==> config.mk <==
export PLATFORM = sky130hd
export DESIGN_NAME = sfc_plane_lane
export DESIGN_NICKNAME = d
export VERILOG_FILES = /design/src/rtl/core/assert_macros.svh /design/src/rtl/core/sfc_pkg.sv /design/src/rtl/core/sfc_plane_lane.sv
export SDC_FILE = /design/constraint.sdc
export NUM_CORES = 2
export LEC_CHECK = 0
export BUFFER_PORTS_ARGS = -buffer_cell sky130_fd_sc_hd__clkbuf_2
export CORE_MARGIN = 4
export CORE_UTILIZATION = 40
export CTS_BUF_LIST = sky130_fd_sc_hd__clkbuf_8
export CTS_CLUSTER_DIAMETER = 80
export DETAILED_ROUTE_END_ITERATION = 7
export PLACE_DENSITY = 0.58
export SKIP_LAST_GASP = 1
export SYNTH_ARGS = -nofsm -noshare
export SYNTH_HDL_FRONTEND = slang
export SYNTH_SLANG_ARGS = --single-unit
export TNS_END_PERCENT = 5
==> constraint.sdc <==
create_clock -name clk -period 8 [get_ports clk]
set_input_delay 0.8 -clock clk [delete_from_list [all_inputs] [get_ports clk]]
set_output_delay 0.8 -clock clk [all_outputs]
set_load 0.01 [all_outputs]
==> src/rtl/core/assert_macros.svh <==
// ---------------------------------------------------------------------------
// assert_macros.svh
// Shared concurrent assertion macros, clocked on clk, quiet during reset.
// ---------------------------------------------------------------------------
`ifndef ASSERT_MACROS_SVH
`define ASSERT_MACROS_SVH

// Same-cycle implication
`define SFC_ASSERT_IMPL(lbl, ante, cons) \
  lbl: assert property (@(posedge clk) disable iff (!rst_n) (ante) |-> (cons)) \
    else $error("assertion failed");

// Next-cycle implication
`define SFC_ASSERT_NEXT(lbl, ante, cons) \
  lbl: assert property (@(posedge clk) disable iff (!rst_n) (ante) |=> (cons)) \
    else $error("assertion failed");

`endif

==> src/rtl/core/sfc_pkg.sv <==
// ---------------------------------------------------------------------------
// sfc_pkg
// Types, constants and plane-extraction helpers for the sphere frustum cull.
// ---------------------------------------------------------------------------
package sfc_pkg;

  localparam int NUM_PLANES = 6;

  // Configuration register indexes
  localparam logic [2:0] REG_CULL_EN  = 3'd0;
  localparam logic [2:0] REG_ROW0     = 3'd1;
  localparam logic [2:0] REG_ROW1     = 3'd2;
  localparam logic [2:0] REG_ROW2     = 3'd3;
  localparam logic [2:0] REG_ROW3_LO  = 3'd4;
  localparam logic [2:0] REG_ROW3_HI  = 3'd5;

  // Plane codes
  localparam logic [2:0] PL_LEFT   = 3'd0;
  localparam logic [2:0] PL_RIGHT  = 3'd1;
  localparam logic [2:0] PL_TOP    = 3'd2;
  localparam logic [2:0] PL_BOTTOM = 3'd3;
  localparam logic [2:0] PL_NEAR   = 3'd4;
  localparam logic [2:0] PL_FAR    = 3'd5;

  // Widths: Q5.12 plane coefficient times Q16.16 position, exact sums
  localparam int COEF_W = 17;
  localparam int CONST_W = 33;
  localparam int POS_W  = 32;
  localparam int RAD_W  = 31;
  localparam int PROD_W = COEF_W + POS_W;
  localparam int DIST_W = PROD_W + 2;
  localparam int FRAC_SHIFT = 12;

  typedef struct packed {
    logic signed [COEF_W-1:0]  x;
    logic signed [COEF_W-1:0]  y;
    logic signed [COEF_W-1:0]  z;
    logic signed [CONST_W-1:0] w;
  } plane_t;

  // Stage load enables for one plane lane
  typedef struct packed {
    logic ld_prod;
    logic ld_dist;
  } lane_ctl_t;

  // Q4.12 matrix row combined into one plane component
  function automatic logic signed [COEF_W-1:0] comb_q12(
    input logic [2:0] pl,
    input logic signed [15:0] c0, input logic signed [15:0] c1,
    input logic signed [15:0] c2, input logic signed [15:0] c3);
    logic signed [COEF_W-1:0] res;
    case (pl)
      PL_LEFT:   res = COEF_W'(c3) + COEF_W'(c0);
      PL_RIGHT:  res = COEF_W'(c3) - COEF_W'(c0);
      PL_TOP:    res = COEF_W'(c3) - COEF_W'(c1);
      PL_BOTTOM: res = COEF_W'(c3) + COEF_W'(c1);
      PL_NEAR:   res = COEF_W'(c2);
      default:   res = COEF_W'(c3) - COEF_W'(c2);
    endcase
    return res;
  endfunction

  // Q16.16 row 3 combined into the plane constant
  function automatic logic signed [CONST_W-1:0] comb_q16(
    input logic [2:0] pl,
    input logic signed [31:0] c0, input logic signed [31:0] c1,
    input logic signed [31:0] c2, input logic signed [31:0] c3);
    logic signed [CONST_W-1:0] res;
    case (pl)
      PL_LEFT:   res = CONST_W'(c3) + CONST_W'(c0);
      PL_RIGHT:  res = CONST_W'(c3) - CONST_W'(c0);
      PL_TOP:    res = CONST_W'(c3) - CONST_W'(c1);
      PL_BOTTOM: res = CONST_W'(c3) + CONST_W'(c1);
      PL_NEAR:   res = CONST_W'(c2);
      default:   res = CONST_W'(c3) - CONST_W'(c2);
    endcase
    return res;
  endfunction

endpackage

==> src/rtl/core/sfc_plane_lane.sv <==
// ---------------------------------------------------------------------------
// sfc_plane_lane
// One clip plane: registered products, then registered exact distance.
// ---------------------------------------------------------------------------
module sfc_plane_lane
  import sfc_pkg::*;
(
  input  logic                     clk,
  input  plane_t                   plane,
  input  logic signed [POS_W-1:0]  pos_x,
  input  logic signed [POS_W-1:0]  pos_y,
  input  logic signed [POS_W-1:0]  pos_z,
  input  lane_ctl_t                ctl,
  output logic signed [DIST_W-1:0] plane_dist
);

  logic signed [PROD_W-1:0] px_r, py_r, pz_r;
  logic signed [PROD_W-1:0] px_nxt, py_nxt, pz_nxt;
  logic signed [DIST_W-1:0] pw_r, pw_nxt;
  logic signed [DIST_W-1:0] dist_r, dist_nxt;

  // Products, Q.28
  always_comb begin
    px_nxt = PROD_W'(plane.x) * PROD_W'(pos_x);
    py_nxt = PROD_W'(plane.y) * PROD_W'(pos_y);
    pz_nxt = PROD_W'(plane.z) * PROD_W'(pos_z);
    pw_nxt = DIST_W'(plane.w) <<< FRAC_SHIFT;
  end

  // Distance sum
  assign dist_nxt = DIST_W'(px_r) + DIST_W'(py_r) + DIST_W'(pz_r) + pw_r;

  always_ff @(posedge clk) begin
    if (ctl.ld_prod) begin
      px_r <= px_nxt;
      py_r <= py_nxt;
      pz_r <= pz_nxt;
      pw_r <= pw_nxt;
    end
    if (ctl.ld_dist) begin
      dist_r <= dist_nxt;
    end
  end

  assign plane_dist = dist_r;

endmodule

After elaboration in Yosys (flattened, before gate mapping)
Index checks and enable logic that the tools add are counted.
{"block": "classes", "add_sub_neg": 3, "mul": 3}
{"op": "multiplier 17 x 32 -> 49 bit", "n": 3}
{"op": "adder 50 x 49 -> 51 bit", "n": 1}
{"op": "adder 51 x 45 -> 51 bit", "n": 1}
{"op": "adder 49 x 49 -> 50 bit", "n": 1}
{"block": "totals", "input_bits": 183, "output_inout_bits": 51, "word_cells": 11, "reg_bits": 231}

Logic depth before layout (Yosys ltp)
{"block": "depth", "depth_word": 3, "mapped_depth": 26, "depth_no_buf": 25}

Least setup slack after synthesis
Ideal clock, no wire load.
{"block": "synth_timing", "path_type": "input to register", "from": "input pos_z[7]", "to": "register pz_r[48], data pin", "n_path_buf": 2, "setup_ns": 0.276, "stages": 25, "arrival_time_ns": 6.486, "path_slack_ns": 1.239, "required_ns": 7.724, "cell_sequence": "clkbuf_1 > nand2_1 > fa_1 > inv_1 > fa_1 > inv_1 > fa_1 > inv_1 > fa_1 > fa_1 > inv_1 > fa_1 > inv_1 > ha_1 > buf_2 > a211oi_1 > o21ai_0 > a21oi_1 > o211ai_2 > o2111ai_2 > a31oi_2 > a41oi_2 > o21ai_2 > o31ai_1 > a211oi_1"}
{"block": "synth_between", "elab_chain_cells": 1}
{"item": "start, declared", "line": "sfc_plane_lane.sv:12", "source": "input logic signed [POS_W-1:0] pos_z,"}
{"item": "multiplier 17 x 32 -> 49 bit", "line": "sfc_plane_lane.sv:26", "source": "pz_nxt = PROD_W'(plane.z) * PROD_W'(pos_z);"}
{"item": "net pz_nxt[48]", "line": "sfc_plane_lane.sv:18", "source": "logic signed [PROD_W-1:0] px_nxt, py_nxt, pz_nxt;"}
{"item": "end signal, assigned", "line": "sfc_plane_lane.sv:37", "source": "pz_r <= pz_nxt;"}
{"item": "end, declared", "line": "sfc_plane_lane.sv:17", "source": "logic signed [PROD_W-1:0] px_r, py_r, pz_r;"}
The timed path passes the listed nets, and every way through them passes these cells.
A chain may end at the register's enable or synchronous reset.

Worst setup path after layout
{"block": "layout_timing", "from": "input plane[36] in the netlist's numbering", "to": "register pz_r[37], data pin"}
{"block": "layout_between", "elab_chain_cells": 1}
{"item": "start, declared", "line": "sfc_plane_lane.sv:9", "source": "input plane_t plane,"}
{"item": "multiplier 17 x 32 -> 49 bit", "line": "sfc_plane_lane.sv:26"}
{"item": "net pz_nxt[37]", "line": "sfc_plane_lane.sv:18"}
The timed path passes the listed nets, and every way through them passes these cells.

==> run summary <==
Fin Hold WS - 0.425 ns
Max clock buf depth - 3
global-route wire length before repair - 287 mm
via count - 45.9k
Post-Syn Nets - 9095
post-route antenna net violation count - 0
final setup violation count - 0
largest area contributor in the synthesized netlist - fa_1
die height - 418 µm
flop2flop setup slack - 3.35 ns
FF+latch area - 6940 µm²
clk sinks - 231
DR iter-0 viols - 2491
crit-path cells - clkbuf_2, buf_4, nand2_1, fa_1, fa_1, fa_1, inv_1, fa_1, fa_1, inv_1, fa_1, inv_1, ha_1, a21o_1, a21oi_1, o21ai_0, o2111ai_1, o2111ai_1, a2111oi_0, o21ai_0, o41ai_1, o21ba_2, xnor2_1
clock transition at the registers of the reported paths - 0.06 ns
layout cells sized above 1 - 5.67%
global route overflow - 0
footprint of the multi-input gates - 53100 µm²
CTS root buffer - clkbuf_8
reg2reg start - pz_r[1]
WL/cell - 19.3 µm
CTS tree - built
Hold Vio Cnt, Final - 0
detailed placement HPWL - 150 mm
DIE AREA - 174000 µm²
Setup CP Type - in2reg
Synth Cell Area - 67100 µm²
Max Fanout on Critical Path - 25
Worst slew margin - 35.4%
share of the synthesized area in the top cell type - 49.3%
Crit path required time - 8.27 ns
ys async rst share - 0%
Stages on worst setup path - 23
setup TNS - 0 ns
# resized after CTS - 0
die width - 418 µm
Min Clock Period, post-route - 7.16 ns
Worst R2R Path Depth - 14
Reg-to-Reg End - plane_dist[44]
hold_buf cts - 0
syn avg cell area - 9.78 µm²
Area growth syn-to-layout - 6.17%
MaxCap Viol Count - 0
Vias per Instance - 5.00
Yosys reg bits - 231
fin crit share - 89.5%
outcome - complete, no violations
clk_lat worst skew - 0.56 ns
Synth Warn # - 0
Routed WL - 177 mm
most frequent cells in the layout - fa_1, inv_1, nand2_1
most common cell after layout, fill and taps aside - fa_1
Worst path slowest cell - fa_1
GR Util All Layers - 21.0%
most frequent CP cell - fa_1
Setup Buffers After CTS - 0
Netlist cell types - 85
setup slack at placement - 0.360 ns
core area - 167000 µm²
Crit path largest cell delay - 0.56 ns
Pre-antenna DRT Iters - 5
number of global-route vias before repair - 51.0k
fillers - 16.3k
Max Slew Vio Count - 0
cts bufs inserted - 39
Fmax - 140 MHz
Cells after Synth - 6857
Remaining DRCs - 0
Post-synth EDFFs - 231
arrival time at the worst endpoint - 7.43 ns
GP Congestion - 0.885
largest net degree at the start of global routing - 106
predominant post-synthesis flop cell - edfxtp_1
Synth area leaders - fa_1, edfxtp_1, inv_1, ha_1, and2_1
unrepaired setup endpoints after global routing - false
Worst-Margin Slew - 0.969 ns
H-tree depth - 2
crit path to - pz_r[37]
initial antenna violation count - 5
Hold WC Path Type - in2reg
CP top delay family - adder cells
Final WS setup - 0.844 ns
Setup crit start - plane[36]
IO Port Bufs - 233
nets@finish - 9169
sequential fraction of the synthesis area - 10.3%
Critical Path End Type - flop
Fin Clk Skew - 0.0413 ns
crit start category - input pin
Initial Utilization - 40.2%
IO Pins - 234
Bufs and invs on worst path - 5
row cnt - 150
worst min path at each step:
stage / cells after the start / slack, ns / startpoint / endpoint
floorplan: 2 / 0.68 / pz_r[1] / plane_dist[1]
global placement: 2 / 0.76 / py_r[1] / plane_dist[1]
detailed placement: 2 / 0.77 / py_r[1] / plane_dist[1]
CTS: 1 / 0.40 / plane[1] / pw_r[13]
global route: 1 / 0.40 / plane[3] / pw_r[15]
finish: 1 / 0.42 / plane[1] / pw_r[13]
synthesized netlist by cell type, types with 3 or more instances:
master        n
o31a_1        7
or3_1         9
o21bai_1     45
xor2_1       48
a31oi_2       3
nand3_1      38
nand2_1     922
edfxtp_1    231
nand2b_1     38
a311oi_1      4
o31ai_1      10
a211oi_1     18
o2111ai_1     5
o311a_1       3
xnor2_1     142
a21boi_0      6
o21ai_1       9
o21ai_0      81
o211ai_2      3
nor2b_1      14
fa_1       1651
a21o_2        3
nand4_1      13
a31oi_1      14
a21o_1      109
and4_1        3
o21a_1       17
o21ai_2       3
a211o_1       4
buf_1         6
nor2_1      146
and2_1      712
a22oi_1       3
a221oi_1      5
o211ai_1     11
a21oi_1     153
ha_1        404
inv_1      1610
a21oi_2       5
and3_1       18
clkbuf_1    253
nor3_1       17
or2_2         4
layout make-up:
type	instances	area share [%]
antenna	5	0.0176
clock buffer	39	0.754
clock inverter	25	0.234
inverter	1612	8.50
multi-input combinational	4751	74.5
sequential	231	9.74
tap	2204	3.87
timing repair buffer	296	2.35
layer usage:
metal | routed length [µm] | GRT usage (%) | up-vias
li1 | - | - | 20400
met1 | 73800 | 27.5 | 24000
met2 | 87400 | 36.2 | 1106
met3 | 7920 | 2.27 | 262
met4 | 8140 | 7.60 | 6
met5 | 40 | 0 | -
flip-flops by register name, indices dropped and copies added (netlist names):
name,flops
pz_r,49
pw_r,33
py_r,49
px_r,49
plane_dist,51
per-stage QoR:
stage | area, µm² | cells | utilization, %
3_5_place_dp | 70500 | 9094 | 42.3
5_1_grt | 71200 | 9162 | 42.7
4_1_cts | 71200 | 9158 | 42.7
6_report | 71200 | 9163 | 42.7
3_3_place_gp | 70500 | 9094 | 42.3
2_1_floorplan | 67100 | 6857 | -
cell families after synthesis:
family	Yosys count	synth area share, %
AND/OR/NAND/NOR	1946	14.1
adder cells (fa/ha/maj)	2055	56.8
flip-flops	231	10.3
multiplexers	2	0.0298
buffers and inverters	1875	10.5
AO/OA/AOI/OAI	558	5.70
XOR/XNOR	190	2.48
Power is not shown: default switching activity piles up to over one toggle a cycle in this logic, so the estimate is an artifact.
